## config.mk

```make
export PLATFORM = sky130hd
export DESIGN_NAME = bitmap_page_run_allocator_top
export DESIGN_NICKNAME = d
export VERILOG_FILES = /design/src/rtl/core/bpra_pkg.sv /design/src/rtl/core/bpra_ctrl.sv /design/src/rtl/core/bpra_dp.sv /design/src/rtl/core/bitmap_page_run_allocator_top.sv
export VERILOG_INCLUDE_DIRS = /design/src /design/src/rtl/core
export SDC_FILE = /design/constraint.sdc
export NUM_CORES = 2
export LEC_CHECK = 0
export BUFFER_PORTS_ARGS = -buffer_cell sky130_fd_sc_hd__clkbuf_2
export CAP_MARGIN = 20
export CORE_MARGIN = 8
export CORE_UTILIZATION = 56
export CTS_CLUSTER_SIZE = 25
export DETAILED_ROUTE_END_ITERATION = 7
export PLACE_DENSITY = 0.75
export SLEW_MARGIN = 40
export SYNTH_ARGS = -nofsm -noshare
export SYNTH_HDL_FRONTEND = slang
export SYNTH_SLANG_ARGS = --single-unit
```

## constraint.sdc

```tcl
create_clock -name clk -period 11.36 [get_ports clk]
set_clock_uncertainty 0.2 [all_clocks]
set_input_delay 0 -clock clk [delete_from_list [all_inputs] [get_ports clk]]
set_output_delay 0 -clock clk [all_outputs]
set_load 0.01 [all_outputs]
```

## src/rtl/core/bitmap_page_run_allocator_top_assert.svh

```systemverilog
// Assertion macros for the bitmap page run allocator
`ifndef BITMAP_PAGE_RUN_ALLOCATOR_TOP_ASSERT_SVH
`define BITMAP_PAGE_RUN_ALLOCATOR_TOP_ASSERT_SVH

`ifndef ASSERT_OFF

// Same-cycle implication, held off during reset
`define BPRA_ASSERT_IMPLY(label, clk, rst_n, cond, expr) \
    label: assert property (@(posedge clk) disable iff (!rst_n) (cond) |-> (expr)) \
        else $error("bitmap page run allocator: assertion failed");

// Next-cycle implication, held off during reset
`define BPRA_ASSERT_NEXT(label, clk, rst_n, cond, expr) \
    label: assert property (@(posedge clk) disable iff (!rst_n) (cond) |=> (expr)) \
        else $error("bitmap page run allocator: assertion failed");

`else

`define BPRA_ASSERT_IMPLY(label, clk, rst_n, cond, expr)
`define BPRA_ASSERT_NEXT(label, clk, rst_n, cond, expr)

`endif

`endif

```

## src/rtl/core/bpra_pkg.sv

```systemverilog
// Shared constants, payload types and control types of the page allocator
package bpra_pkg;

    localparam int PAGE_COUNT  = 1024;
    localparam int PAGE_BYTES  = 4096;
    localparam int PAGE_SHIFT  = $clog2(PAGE_BYTES);
    localparam int LANES       = 32;
    localparam int LANE_W      = $clog2(LANES);
    localparam int MAP_WORDS   = (PAGE_COUNT + LANES - 1) / LANES;
    localparam int WORD_W      = (MAP_WORDS > 1) ? $clog2(MAP_WORDS) : 1;
    localparam int PAGE_W      = $clog2(PAGE_COUNT);
    localparam int RUN_W       = $clog2(PAGE_COUNT + 1);
    localparam int PIDX_W      = WORD_W + LANE_W + 1;
    localparam int ADDR_W      = 32;
    localparam int SUM_W       = ADDR_W + 2;
    localparam int BYTES_W     = 23;
    localparam int ROUND_W     = BYTES_W + 1;
    localparam int REQ_PAGES_W = ROUND_W - PAGE_SHIFT;
    localparam int STATUS_W    = 2;

    localparam logic [SUM_W-1:0] HEAP_BYTES =
        SUM_W'(longint'(PAGE_COUNT) * longint'(PAGE_BYTES));

    localparam logic [STATUS_W-1:0] STATUS_OK      = 2'd0;
    localparam logic [STATUS_W-1:0] STATUS_NOSPACE = 2'd1;
    localparam logic [STATUS_W-1:0] STATUS_BADFREE = 2'd2;

    localparam logic KIND_ALLOC = 1'b0;
    localparam logic KIND_FREE  = 1'b1;

    typedef struct packed {
        logic                kind;
        logic [ADDR_W-1:0]   address;
        logic [BYTES_W-1:0]  request_bytes;
    } req_t;

    typedef struct packed {
        logic [STATUS_W-1:0] status;
        logic [ADDR_W-1:0]   granted_address;
    } rsp_t;

    typedef enum logic [2:0] {
        CMD_NONE    = 3'd0,
        CMD_LOAD    = 3'd1,
        CMD_CHECK   = 3'd2,
        CMD_SCAN    = 3'd3,
        CMD_MARK    = 3'd4,
        CMD_PUBLISH = 3'd5
    } cmd_op_t;

    typedef struct packed {
        cmd_op_t op;
    } dp_cmd_t;

    typedef struct packed {
        logic bad;
        logic alloc;
        logic empty;
        logic found;
        logic scan_last;
        logic mark_last;
    } dp_sts_t;

endpackage

```

## src/rtl/core/bpra_ctrl.sv

```systemverilog
// Sequencing state machine of the page allocator
module bpra_ctrl
    import bpra_pkg::*;
(
    input  logic    clk,
    input  logic    rst_n,
    input  logic    in_valid,
    output logic    in_stall,
    output logic    out_valid,
    input  logic    out_stall,
    input  dp_sts_t sts,
    output dp_cmd_t cmd
);

    typedef enum logic [4:0] {
        ST_IDLE   = 5'b00001,
        ST_CHECK  = 5'b00010,
        ST_SCAN   = 5'b00100,
        ST_MARK   = 5'b01000,
        ST_FINISH = 5'b10000
    } state_t;

    state_t state_reg;
    state_t state_next;
    logic   out_valid_reg;
    logic   out_valid_next;

    always_ff @(posedge clk or negedge rst_n)
    begin
        if (!rst_n)
        begin
            state_reg     <= ST_IDLE;
            out_valid_reg <= 1'b0;
        end
        else
        begin
            state_reg     <= state_next;
            out_valid_reg <= out_valid_next;
        end
    end

    always_comb
    begin
        state_next     = state_reg;
        cmd.op         = CMD_NONE;
        out_valid_next = out_valid_reg && out_stall;
        case (state_reg)
            ST_IDLE:
            begin
                if (in_valid)
                begin
                    cmd.op     = CMD_LOAD;
                    state_next = ST_CHECK;
                end
            end
            ST_CHECK:
            begin
                cmd.op = CMD_CHECK;
                if (sts.bad)
                    state_next = ST_FINISH;
                else if (sts.alloc)
                    state_next = ST_SCAN;
                else if (sts.empty)
                    state_next = ST_FINISH;
                else
                    state_next = ST_MARK;
            end
            ST_SCAN:
            begin
                cmd.op = CMD_SCAN;
                if (sts.found)
                begin
                    if (sts.empty)
                        state_next = ST_FINISH;
                    else
                        state_next = ST_MARK;
                end
                else if (sts.scan_last)
                    state_next = ST_FINISH;
            end
            ST_MARK:
            begin
                cmd.op = CMD_MARK;
                if (sts.mark_last)
                    state_next = ST_FINISH;
            end
            ST_FINISH:
            begin
                // hold the result until the output register has room
                if (!out_valid_reg || !out_stall)
                begin
                    cmd.op         = CMD_PUBLISH;
                    out_valid_next = 1'b1;
                    state_next     = ST_IDLE;
                end
            end
            default:
            begin
                state_next = ST_IDLE;
            end
        endcase
    end

    assign in_stall  = (state_reg != ST_IDLE);
    assign out_valid = out_valid_reg;

endmodule

```

## src/rtl/core/bpra_dp.sv

```systemverilog
// Bitmap storage, run search, range marking and result registers of the allocator
module bpra_dp
    import bpra_pkg::*;
(
    input  logic              clk,
    input  logic              rst_n,
    input  dp_cmd_t           cmd,
    output dp_sts_t           sts,
    input  req_t              in_data,
    input  logic              cfg_we,
    input  logic [ADDR_W-1:0] cfg_data,
    output rsp_t              out_data
);

    logic [LANES-1:0]       map_reg [MAP_WORDS];
    logic [LANES-1:0]       map_word_next;
    logic [ADDR_W-1:0]      base_reg;
    logic                   kind_reg;
    logic [ADDR_W-1:0]      addr_reg;
    logic [REQ_PAGES_W-1:0] pages_reg;
    logic [WORD_W-1:0]      word_idx_reg;
    logic [RUN_W-1:0]       carry_reg;
    logic [PAGE_W-1:0]      lo_reg;
    logic [PAGE_W-1:0]      hi_reg;
    logic [STATUS_W-1:0]    status_reg;
    logic [ADDR_W-1:0]      grant_reg;
    rsp_t                   out_reg;

    logic [ROUND_W-1:0]     round_c;
    logic [REQ_PAGES_W-1:0] load_pages_c;
    logic [SUM_W-1:0]       size_c;
    logic [SUM_W-1:0]       end_c;
    logic [SUM_W-1:0]       top_c;
    logic [ADDR_W-1:0]      diff_c;
    logic                   bad_free_c;
    logic                   oversize_c;
    logic [PAGE_W-1:0]      first_c;
    logic [PAGE_W-1:0]      free_hi_c;
    logic [RUN_W-1:0]       need_c;

    logic [LANES-1:0]       word_c;
    logic [LANES-1:0]       bits_c;
    logic [LANES-1:0]       zero_seen_c;
    logic [LANE_W-1:0]      last_zero_c [LANES];
    logic [RUN_W-1:0]       run_end_c [LANES];
    logic [LANES-1:0]       hit_c;
    logic                   found_c;
    logic [LANE_W-1:0]      sel_c;
    logic [PIDX_W-1:0]      start_c;
    logic [PAGE_W-1:0]      start_page_c;
    logic [PAGE_W-1:0]      alloc_hi_c;

    logic [LANES-1:0]       mask_c;
    logic                   dup_c;

    // round the byte count up to pages as the word comes in
    assign round_c      = ROUND_W'(in_data.request_bytes) + ROUND_W'(PAGE_BYTES - 1);
    assign load_pages_c = REQ_PAGES_W'(round_c >> PAGE_SHIFT);

    // free range checks; the byte sums are exact in SUM_W bits
    assign size_c     = SUM_W'(pages_reg) << PAGE_SHIFT;
    assign end_c      = SUM_W'(base_reg) + HEAP_BYTES;
    assign top_c      = SUM_W'(addr_reg) + size_c;
    assign diff_c     = addr_reg - base_reg;
    assign bad_free_c = (|addr_reg[PAGE_SHIFT-1:0]) || (addr_reg < base_reg) ||
                        (|diff_c[PAGE_SHIFT-1:0]) || (top_c > end_c);
    assign oversize_c = 32'(pages_reg) > 32'(PAGE_COUNT);
    assign first_c    = PAGE_W'(diff_c >> PAGE_SHIFT);
    assign free_hi_c  = PAGE_W'(32'(first_c) + 32'(pages_reg) - 32'd1);
    assign need_c     = RUN_W'(pages_reg);

    // one bitmap word per cycle; pages past the heap end count as used
    assign word_c = map_reg[word_idx_reg];

    always_comb
    begin
        for (int p = 0; p < LANES; p++)
        begin
            bits_c[p] = word_c[p] &&
                        (PIDX_W'({word_idx_reg, LANE_W'(p)}) < PIDX_W'(PAGE_COUNT));
        end
    end

    // run length ending at each lane, continuing the run carried from lower words
    always_comb
    begin
        for (int p = 0; p < LANES; p++)
        begin
            zero_seen_c[p] = 1'b0;
            last_zero_c[p] = '0;
            for (int q = 0; q <= p; q++)
            begin
                if (!bits_c[q])
                begin
                    zero_seen_c[p] = 1'b1;
                    last_zero_c[p] = LANE_W'(q);
                end
            end
            run_end_c[p] = zero_seen_c[p] ?
                           RUN_W'(LANE_W'(p) - last_zero_c[p]) :
                           RUN_W'(carry_reg + RUN_W'(p + 1));
            hit_c[p]     = bits_c[p] && (run_end_c[p] >= need_c);
        end
    end

    always_comb
    begin
        found_c = 1'b0;
        sel_c   = '0;
        for (int p = LANES - 1; p >= 0; p--)
        begin
            if (hit_c[p])
            begin
                found_c = 1'b1;
                sel_c   = LANE_W'(p);
            end
        end
    end

    assign start_c      = PIDX_W'({word_idx_reg, sel_c}) + PIDX_W'(1) -
                          PIDX_W'(run_end_c[sel_c]);
    assign start_page_c = PAGE_W'(start_c);
    assign alloc_hi_c   = PAGE_W'(start_c + PIDX_W'(need_c) - PIDX_W'(1));

    // lanes of the current word that fall inside the run being marked
    always_comb
    begin
        for (int p = 0; p < LANES; p++)
        begin
            mask_c[p] = (PIDX_W'({word_idx_reg, LANE_W'(p)}) >= PIDX_W'(lo_reg)) &&
                        (PIDX_W'({word_idx_reg, LANE_W'(p)}) <= PIDX_W'(hi_reg));
        end
    end

    assign dup_c         = |(word_c & mask_c);
    assign map_word_next = (kind_reg == KIND_FREE) ? (word_c | mask_c) : (word_c & ~mask_c);

    assign sts.bad       = (kind_reg == KIND_FREE) ? bad_free_c : oversize_c;
    assign sts.alloc     = (kind_reg == KIND_ALLOC);
    assign sts.empty     = (pages_reg == '0);
    assign sts.found     = found_c;
    assign sts.scan_last = (word_idx_reg == WORD_W'(MAP_WORDS - 1));
    assign sts.mark_last = ((PIDX_W'(hi_reg) >> LANE_W) == PIDX_W'(word_idx_reg));

    always_ff @(posedge clk or negedge rst_n)
    begin
        if (!rst_n)
        begin
            base_reg <= '0;
            for (int w = 0; w < MAP_WORDS; w++)
            begin
                map_reg[w] <= '1;
            end
        end
        else
        begin
            if (cfg_we)
                base_reg <= cfg_data;
            if (cmd.op == CMD_MARK)
                map_reg[word_idx_reg] <= map_word_next;
        end
    end

    always_ff @(posedge clk)
    begin
        case (cmd.op)
            CMD_LOAD:
            begin
                kind_reg  <= in_data.kind;
                addr_reg  <= in_data.address;
                pages_reg <= load_pages_c;
            end
            CMD_CHECK:
            begin
                grant_reg <= '0;
                carry_reg <= '0;
                lo_reg    <= first_c;
                hi_reg    <= free_hi_c;
                if (kind_reg == KIND_FREE)
                begin
                    status_reg   <= bad_free_c ? STATUS_BADFREE : STATUS_OK;
                    word_idx_reg <= WORD_W'(first_c >> LANE_W);
                end
                else
                begin
                    status_reg   <= oversize_c ? STATUS_NOSPACE : STATUS_OK;
                    word_idx_reg <= '0;
                end
            end
            CMD_SCAN:
            begin
                if (found_c)
                begin
                    lo_reg       <= start_page_c;
                    hi_reg       <= alloc_hi_c;
                    word_idx_reg <= WORD_W'(start_page_c >> LANE_W);
                    grant_reg    <= base_reg + (ADDR_W'(start_page_c) << PAGE_SHIFT);
                end
                else
                begin
                    carry_reg    <= run_end_c[LANES-1];
                    word_idx_reg <= WORD_W'(word_idx_reg + 1'b1);
                    if (word_idx_reg == WORD_W'(MAP_WORDS - 1))
                        status_reg <= STATUS_NOSPACE;
                end
            end
            CMD_MARK:
            begin
                word_idx_reg <= WORD_W'(word_idx_reg + 1'b1);
                if ((kind_reg == KIND_FREE) && dup_c)
                    status_reg <= STATUS_BADFREE;
            end
            CMD_PUBLISH:
            begin
                out_reg.status          <= status_reg;
                out_reg.granted_address <= grant_reg;
            end
            default:
            begin
            end
        endcase
    end

    assign out_data = out_reg;

endmodule

```

## src/rtl/core/bitmap_page_run_allocator_top.sv

```systemverilog
// Top level of the bitmap first-fit page run allocator
// A first-fit page allocator over a heap of PAGE_COUNT pages of PAGE_BYTES bytes starting
// at heap_base, tracked by a free bitmap (bit set = page free) that reset sets all free.
// An allocate word rounds request_bytes up to pages and claims the lowest run of that
// many free pages, answering heap_base plus the run offset; a zero-page allocate answers
// the first free page and claims nothing. A free word returns a page-aligned region to
// the bitmap; misaligned or out-of-range frees are rejected with no change, and freeing
// a page that is already free still marks it free but reports an invalid free. One word
// is in work at a time. The steps are accept, range check, then for an allocate a
// search over up to MAP_WORDS bitmap words (32 with the default 1024 pages), then the
// marking of each bitmap word that the run touches, then the load of the output register
// once it has room. The search inspects one 32-page bitmap word per cycle, and marking
// rewrites one word per cycle. The next word is accepted as soon as the previous result
// sits in the output register, even if it is not yet taken.
// heap_base may only be written while no word is in work.
`include "bitmap_page_run_allocator_top_assert.svh"

module bitmap_page_run_allocator_top
    import bpra_pkg::*;
(
    input  logic              clk,
    input  logic              rst_n,
    input  logic              in_valid,
    output logic              in_stall,
    input  req_t              in_data,
    output logic              out_valid,
    input  logic              out_stall,
    output rsp_t              out_data,
    input  logic              cfg_we,
    input  logic [ADDR_W-1:0] cfg_data
);

    dp_cmd_t dp_cmd;
    dp_sts_t dp_sts;

    // sequence accept, check, search, mark and publish
    bpra_ctrl u_ctrl (
        .clk       (clk),
        .rst_n     (rst_n),
        .in_valid  (in_valid),
        .in_stall  (in_stall),
        .out_valid (out_valid),
        .out_stall (out_stall),
        .sts       (dp_sts),
        .cmd       (dp_cmd)
    );

    // bitmap, search lanes, marking masks and result registers
    bpra_dp u_dp (
        .clk      (clk),
        .rst_n    (rst_n),
        .cmd      (dp_cmd),
        .sts      (dp_sts),
        .in_data  (in_data),
        .cfg_we   (cfg_we),
        .cfg_data (cfg_data),
        .out_data (out_data)
    );

    // stall new words while one is in work
    `BPRA_ASSERT_NEXT(a_busy_after_accept, clk, rst_n, in_valid && !in_stall, in_stall)
    // never overwrite a result that is still waiting
    `BPRA_ASSERT_IMPLY(a_publish_room, clk, rst_n, dp_cmd.op == CMD_PUBLISH, !out_valid || !out_stall)
    // a published result shows up as a valid word
    `BPRA_ASSERT_NEXT(a_publish_valid, clk, rst_n, dp_cmd.op == CMD_PUBLISH, out_valid)

endmodule
```

Word level (Yosys, flattened, before mapping)
Cells that the tools add are included.
{"block": "totals", "register_bits": 1211, "in_bits": 93, "output_inout_bits": 36, "elab_cells": 535}
{"block": "classes", "add_sub_neg": 75, "order_cmp": 102, "eq_ne": 21, "mux": 202, "n_bitwise": 6, "reduce_logical": 83}
{"op": "$bwmux W1024", "n": 1}
{"op": "$mux W11", "n": 33}
{"op": "$mux W5", "n": 72}
{"op": "$ge A11 B11 Y1", "n": 32}
{"op": "$ge A10 B10 Y1", "n": 32}
{"op": "$le A10 B10 Y1", "n": 32}
{"op": "$add A11 B5 Y11 const B", "n": 16}
{"op": "$bmux W32 S5", "n": 1}
{"op": "$demux W32 S5", "n": 1}
{"op": "$mux W32", "n": 5}
{"op": "$sub A5 B5 Y6 const A", "n": 16}
{"op": "$add A11 B4 Y11 const B", "n": 8}
{"op": "$mux W1", "n": 70}
{"op": "$logic_and A1 B1 Y1", "n": 67}
{"op": "$and A32 B32 Y32", "n": 2}
{"op": "$pmux W32 S2", "n": 1}
{"op": "$bmux W11 S5", "n": 1}
{"op": "$sub A4 B5 Y6 const A", "n": 8}
{"op": "$add A11 B3 Y11 const B", "n": 4}
{"op": "$mux W10", "n": 4}
{"op": "$pmux W10 S2", "n": 2}
{"op": "$gt A34 B34 Y1", "n": 1}
{"op": "$add A32 B23 Y33 const B", "n": 1}
{"op": "$add A32 B24 Y33", "n": 1}
{"op": "50 further kinds", "n": 78}

Depth between registers and ports, before layout
{"block": "depth", "word_depth": 80, "ltp_mapped": 68, "depth_no_buf": 58}

Cells and area by module
A second synthesis with hierarchy kept.
{"block": "unflattened", "cells_unflattened": 8500, "hier_area_um2": 77526.9}
{"module": "bpra_dp", "n_inst": 1, "cells_per_inst": 8456, "area_per_inst_um2": 77125.2, "seq_area_each_um2": 32180.9}
{"module": "bpra_ctrl", "n_inst": 1, "cells_per_inst": 44, "area_per_inst_um2": 401.6, "seq_area_each_um2": 151.4}

Least setup slack after synthesis
Ideal clock, no wire load.
{"block": "synth_timing", "kind": "reg2reg", "from": "reg u_dp.word_idx_reg[1]", "to": "reg u_dp.hi_reg[9], data pin", "setup_time_ns": 0.260, "arrival_time_ns": 10.574, "required_time_ns": 10.900, "setup_slack_ns": 0.326, "stages_incl_launch_ff": 60, "path_buffers": 10, "synth_period_minus_slack_ns": 11.034, "cell_sequence": "edfxtp_1 buf_6 buf_6 buf_6 buf_6 buf_4 mux2i_1 o22ai_1 nor4_1 nand2_2 a311oi_1 o21a_1 o21ai_0 o21ai_0 o211ai_1 o311a_1 nand2_1 ha_1 (+24 left out) ha_1 fa_1 a21oi_1 nor2_1 nor2_1 xnor2_1 inv_1 ha_1 inv_1 ha_1 and2_1 o21a_1 o21ai_0 nand2b_1 a21oi_1 xnor2_1 xnor3_1 mux2_2"}
{"block": "synth_between", "elab_chain_cells": 80}
{"element": "from (decl)", "line_no": "bpra_dp.sv:21", "source": "logic [WORD_W-1:0] word_idx_reg;"}
{"element": "from (signal assigned)", "line_no": "bpra_dp.sv:182", "source": "word_idx_reg <= WORD_W'(first_c >> LANE_W);"}
{"element": "from (signal assigned)", "line_no": "bpra_dp.sv:196", "source": "word_idx_reg <= WORD_W'(start_page_c >> LANE_W);"}
{"element": "from (signal assigned)", "line_no": "bpra_dp.sv:202", "source": "word_idx_reg <= WORD_W'(word_idx_reg + 1'b1);"}
{"element": "$not A5 Y6 (not written as such)", "line_no": "bpra_dp.sv:73", "source": "assign word_c = map_reg[word_idx_reg];"}
{"element": "$bmux W32 S5", "line_no": "bpra_dp.sv:73"}
{"element": "$mux W32 (not written as such) (2 in a row)", "line_no": "bpra_dp.sv:73"}
{"element": "$mux W1", "line_no": "bpra_dp.sv:93", "source": "if (!bits_c[q])"}
{"element": "$mux W5 / $mux W1 (equally long branches) (30 in a row)", "line_no": "bpra_dp.sv:93"}
{"element": "$sub A5 B5 Y6 / $mux W1 (equally long branches)", "line_no": "bpra_dp.sv:100, bpra_dp.sv:93"}
{"element": "$mux W11", "line_no": "bpra_dp.sv:99", "source": "run_end_c[p] = zero_seen_c[p] ?"}
{"element": "$ge A11 B11 Y1", "line_no": "bpra_dp.sv:102", "source": "hit_c[p] = bits_c[p] && (run_end_c[p] >= need_c);"}
{"element": "(+33 left out)"}
{"element": "$not A5 Y6 (not written as such)", "line_no": "bpra_dp.sv:121", "source": "PIDX_W'(run_end_c[sel_c]);"}
{"element": "$bmux W11 S5", "line_no": "bpra_dp.sv:121"}
{"element": "$mux W10 (not written as such) (2 in a row)", "line_no": "bpra_dp.sv:121"}
{"element": "$sub A10 B10 Y10 (*)", "line_no": "bpra_dp.sv:120", "source": "assign start_c = PIDX_W'({word_idx_reg, sel_c}) + PIDX_W'(1) -"}
{"element": "$add A10 B10 Y10 (*)", "line_no": "bpra_dp.sv:123", "source": "assign alloc_hi_c = PAGE_W'(start_c + PIDX_W'(need_c) - PIDX_W'(1));"}
{"element": "$sub A10 B1 Y10 (*)", "line_no": "bpra_dp.sv:123"}
{"element": "$mux W10 (*)", "line_no": "bpra_dp.sv:192", "source": "if (found_c)"}
{"element": "$pmux W10 S2 (*)", "line_no": "bpra_dp.sv:166", "source": "case (cmd.op)"}
{"element": "to (signal assigned)", "line_no": "bpra_dp.sv:178", "source": "hi_reg <= free_hi_c;"}
{"element": "to (signal assigned)", "line_no": "bpra_dp.sv:195", "source": "hi_reg <= alloc_hi_c;"}
{"element": "to (decl)", "line_no": "bpra_dp.sv:24", "source": "logic [PAGE_W-1:0] hi_reg;"}
Mark *: on every way between the ends. The rest lies on a longest branch, timed or not. The select of a mux whose other input is x is not followed.
A chain may end at the register's enable or synchronous reset.

Final worst setup path
{"block": "layout_timing", "from": "reg u_dp.word_idx_reg[2]", "to": "reg u_dp.grant_reg[22], data pin"}
{"block": "layout_between", "elab_chain_cells": 79}
{"element": "$not A5 Y6 (not written as such)", "line_no": "bpra_dp.sv:73"}
{"element": "$bmux W32 S5", "line_no": "bpra_dp.sv:73"}
{"element": "$mux W32 (not written as such) (2 in a row)", "line_no": "bpra_dp.sv:73"}
{"element": "$mux W1", "line_no": "bpra_dp.sv:93"}
{"element": "$mux W5 / $mux W1 (equally long branches) (30 in a row)", "line_no": "bpra_dp.sv:93"}
{"element": "$sub A5 B5 Y6 / $mux W1 (equally long branches)", "line_no": "bpra_dp.sv:100, bpra_dp.sv:93"}
{"element": "$mux W11", "line_no": "bpra_dp.sv:99"}
{"element": "$ge A11 B11 Y1", "line_no": "bpra_dp.sv:102"}
{"element": "$logic_and A1 B1 Y1", "line_no": "bpra_dp.sv:102"}
{"element": "$mux W5 (32 in a row)", "line_no": "bpra_dp.sv:112", "source": "if (hit_c[p])"}
{"element": "$not A5 Y6 (not written as such)", "line_no": "bpra_dp.sv:121"}
{"element": "$bmux W11 S5", "line_no": "bpra_dp.sv:121"}
{"element": "$mux W10 (not written as such) (2 in a row)", "line_no": "bpra_dp.sv:121"}
{"element": "$sub A10 B10 Y10 (*)", "line_no": "bpra_dp.sv:120"}
{"element": "$add A32 B22 Y32 (*)", "line_no": "bpra_dp.sv:197", "source": "grant_reg <= base_reg + (ADDR_W'(start_page_c) << PAGE_SHIFT);"}
{"element": "$mux W32 (*)", "line_no": "bpra_dp.sv:192"}
{"element": "$pmux W32 S2 (*)", "line_no": "bpra_dp.sv:166"}
{"element": "to (signal assigned)", "line_no": "bpra_dp.sv:197"}
{"element": "to (decl)", "line_no": "bpra_dp.sv:26", "source": "logic [ADDR_W-1:0] grant_reg;"}
Marks and branches as above.

==> metrics.cfg <==
[critical_path]
required_ns=11.67
crit_path_start_kind=register
cp_common_cell=buf_4
slowest_stage=edfxtp_1
slowest_delay_ns=0.42
timing_worst_setup_path_type=register to register
arrival_ns=12.34
end_kind=register
crit_fanout=9

[synthesis]
yosys_most_used_dff=dfstp_2
synth-edff-count=149
syn-num-nets=9222
synth-seq-cells=1211
syn_avg_cell_area_um2=9.06
async_flop_share_pct=87.7
synth_cells=8580
synth_area_um2=77700
ys_seq_area_share_pct=41.6
yosysWarnings=0
synth_cell_type_count=110

[floorplanning]
dieHeight_um=389
io-pin-count=129
die_area_um2=151000
die_x_um=389
fp-row-count=136
start_util_pct=56.5
core_area_um2=138000

[finish]
final_nets=10500
final_core_util_pct=71.4
final_common_cell=nand2_1
largest_reg_flops=1024
drive_above_1_share_pct=32.6
nFillCells=9885
final_area_um2=98300
stdcell_count=11700
final_cell_mix=nand2_1, o21ai_0, buf_4
syn_to_final_growth_pct=26.4

[clock_network]
clk_pin_slew_ns=0.08
cts_tree=done
clkLatencyLatePin_ns=0.84
cts_max_path_buffers=3
htreeDepth=3
cts_buffers=121
cts.sink_count=1211
clk_root_buffer_cell=clkbuf_16

[placement]
place_congestion=1.11
placed_area_um2=88700
place_inst=11200
dp_hpwl_um=238000
place_ws_ns=-0.941
portBuffers=128

[sta]
rsz0062_at_grt=yes
timing.fmax_ghz=0.0831
fin_ws_ns=-0.674
fin_crit_ns=12.03
finalHoldViolations=0
slew_headroom_pct=1.25
worstMarginPinSlew_ns=1.47
fin_tns_setup_ns=-5.30
finalCritPeriodShare_pct=106
report.final.slew_viol_count=0
holdWs_ns=0.211
setup_violations=12

[global_routing]
antenna_found_initial=20
grt_use_met1_pct=56.8
grt_usage_pct=44.5
grt.busiest_layer=met2
grt_pass1_wl_um=505000
use_met2_pct=65.6
globalRouteMet3Util_pct=13.5
gr-total-overflow=0
grt_max_degree=153
grt_pass1_vias=76500

[power_and_ir_drop]
p_int_mw=9.06
vdd_ir_drop_max_mv=0.189
clkPwrFrac_pct=28.1
seq_power_share_pct=32.9
pwr_density_cell_nw_per_um2=151
p_sw_mw=5.79
netSwitchingFraction_pct=39.0
leakage_nw=40.4
total_power_mw=14.8
combPwrFrac_pct=39.1

[routing]
drt_first_iter_violations=10800
avgRoutedWirePerCell_um=30.8
vias=78900
via_per_inst=6.72
drtAntennaViolNets=0
dr.pass1.iters=8
drc_errors=52
totalWireLength_um=361000

[hold_path]
hold_class=primary input to register

[outcome]
violations=design-rule violations, max-capacitance violations, negative setup slack
outcome=complete, but fails checks

[job]
drv_cap=1

[synthesized netlist by cell type, drive strengths merged, types with 84 or more instances]
| library cell | n | share of area, % |
|---|---|---|
| dfstp | 1025 | 35 |
| nor3 | 85 | 0.57 |
| xnor2 | 223 | 2.5 |
| nor2 | 501 | 2.4 |
| mux2i | 601 | 7.7 |
| a21oi | 268 | 1.7 |
| o21ai | 1292 | 8.3 |
| nor4 | 84 | 0.84 |
| inv | 203 | 0.98 |
| clkbuf | 424 | 2.1 |
| edfxtp | 149 | 5.8 |
| o22ai | 266 | 2.1 |
| ha | 543 | 8.7 |
| nand2 | 1549 | 7.5 |
| buf | 174 | 1.5 |
| nand3 | 159 | 1.1 |
[cells by family (layout without fill, tap and decap cells)]
kind of cell / Yosys count / in the layout / synth area share (%)
buffers and inverters: 801 / 2150 / 4.58
DFF: 1211 / 1211 / 41.6
and+or+nand+nor: 2736 / 2736 / 15.6
other: 0 / 13 / 0
xor gates and xnor gates: 304 / 304 / 3.44
muxes: 644 / 644 / 8.49
adders and majority gates: 549 / 549 / 8.89
AOI/OAI and AO/OA: 2335 / 2335 / 17.5
[power by group through the flow]
stage | clock (mW) | combinational, mW | sequential (mW)
after global placement | 0 | 4.83 | 4.89
after global routing | 4.30 | 5.98 | 4.88
after detailed placement | 0 | 4.94 | 4.90
after floorplan | 0 | 2.89 | 4.85
after CTS | 4.11 | 5.10 | 4.84
final | 4.17 | 5.80 | 4.88
[final timing paths]
path / from / to / slack (ns) / cells past startpoint
max: u_dp.word_idx_reg[2]$_DFFE_PN_ / u_dp.grant_reg[22]$_SDFFCE_PN0P_ / -0.67 / 66
min: in_data[17] / u_dp.pages_reg[6]$_DFFE_PN_ / 0.21 / 5
max reg2reg: u_dp.word_idx_reg[2]$_DFFE_PN_ / u_dp.grant_reg[22]$_SDFFCE_PN0P_ / -0.67 / 66
min reg2reg: u_dp.grant_reg[4]$_SDFFCE_PN0P_ / u_dp.out_data[4]$_DFFE_PN_ / 0.23 / 0
max in group asynchronous: rst_n / u_dp.map_reg[37]$_DFFE_PN1P_ / 9.14 / 6
min in group asynchronous: rst_n / u_dp.map_reg[708]$_DFFE_PN1P_ / 0.23 / 3
[routing by layer]
metal	part of all wire (%)	vias to the layer above
met5	0.0089	-
met4	8.6	6
met3	13	1882
met2	42	6182
met1	37	37800
li1	-	33000
[critical path, delay by kind of cell, from the launching register on]
| family | cells | cell delay, ns |
|---|---|---|
| flops | 1 | 0.42 |
| fa+ha+maj | 5 | 1.43 |
| buf+inv | 20 | 2.64 |
| xor+xnor | 3 | 0.82 |
| compound gates | 20 | 3.19 |
| mux | 2 | 0.45 |
| simple gates | 16 | 2.48 |
[final cells by class]
cell class              instances  area, um^2  area share, %
well taps                    1794        2240           2.28
multi-input cells            6568       44300           45.1
inverters                     203         791          0.804
flip-flops and latches       1211       32300           32.9
clock inverters                40         539          0.549
repair buffers               1729       14500           14.8
diodes                         13        32.5         0.0331
clock buffers                 178        3470           3.53
[timing repair]
action,4_1_cts,5_1_grt
hold buffers,234,0
endpoints found under the hold margin,461,0
setup endpoints to repair,22,19
pin swaps,36,121
resized for setup,151,376
setup buffers,30,58
gates cloned,2,3
Power figures use the tool's default switching activity.
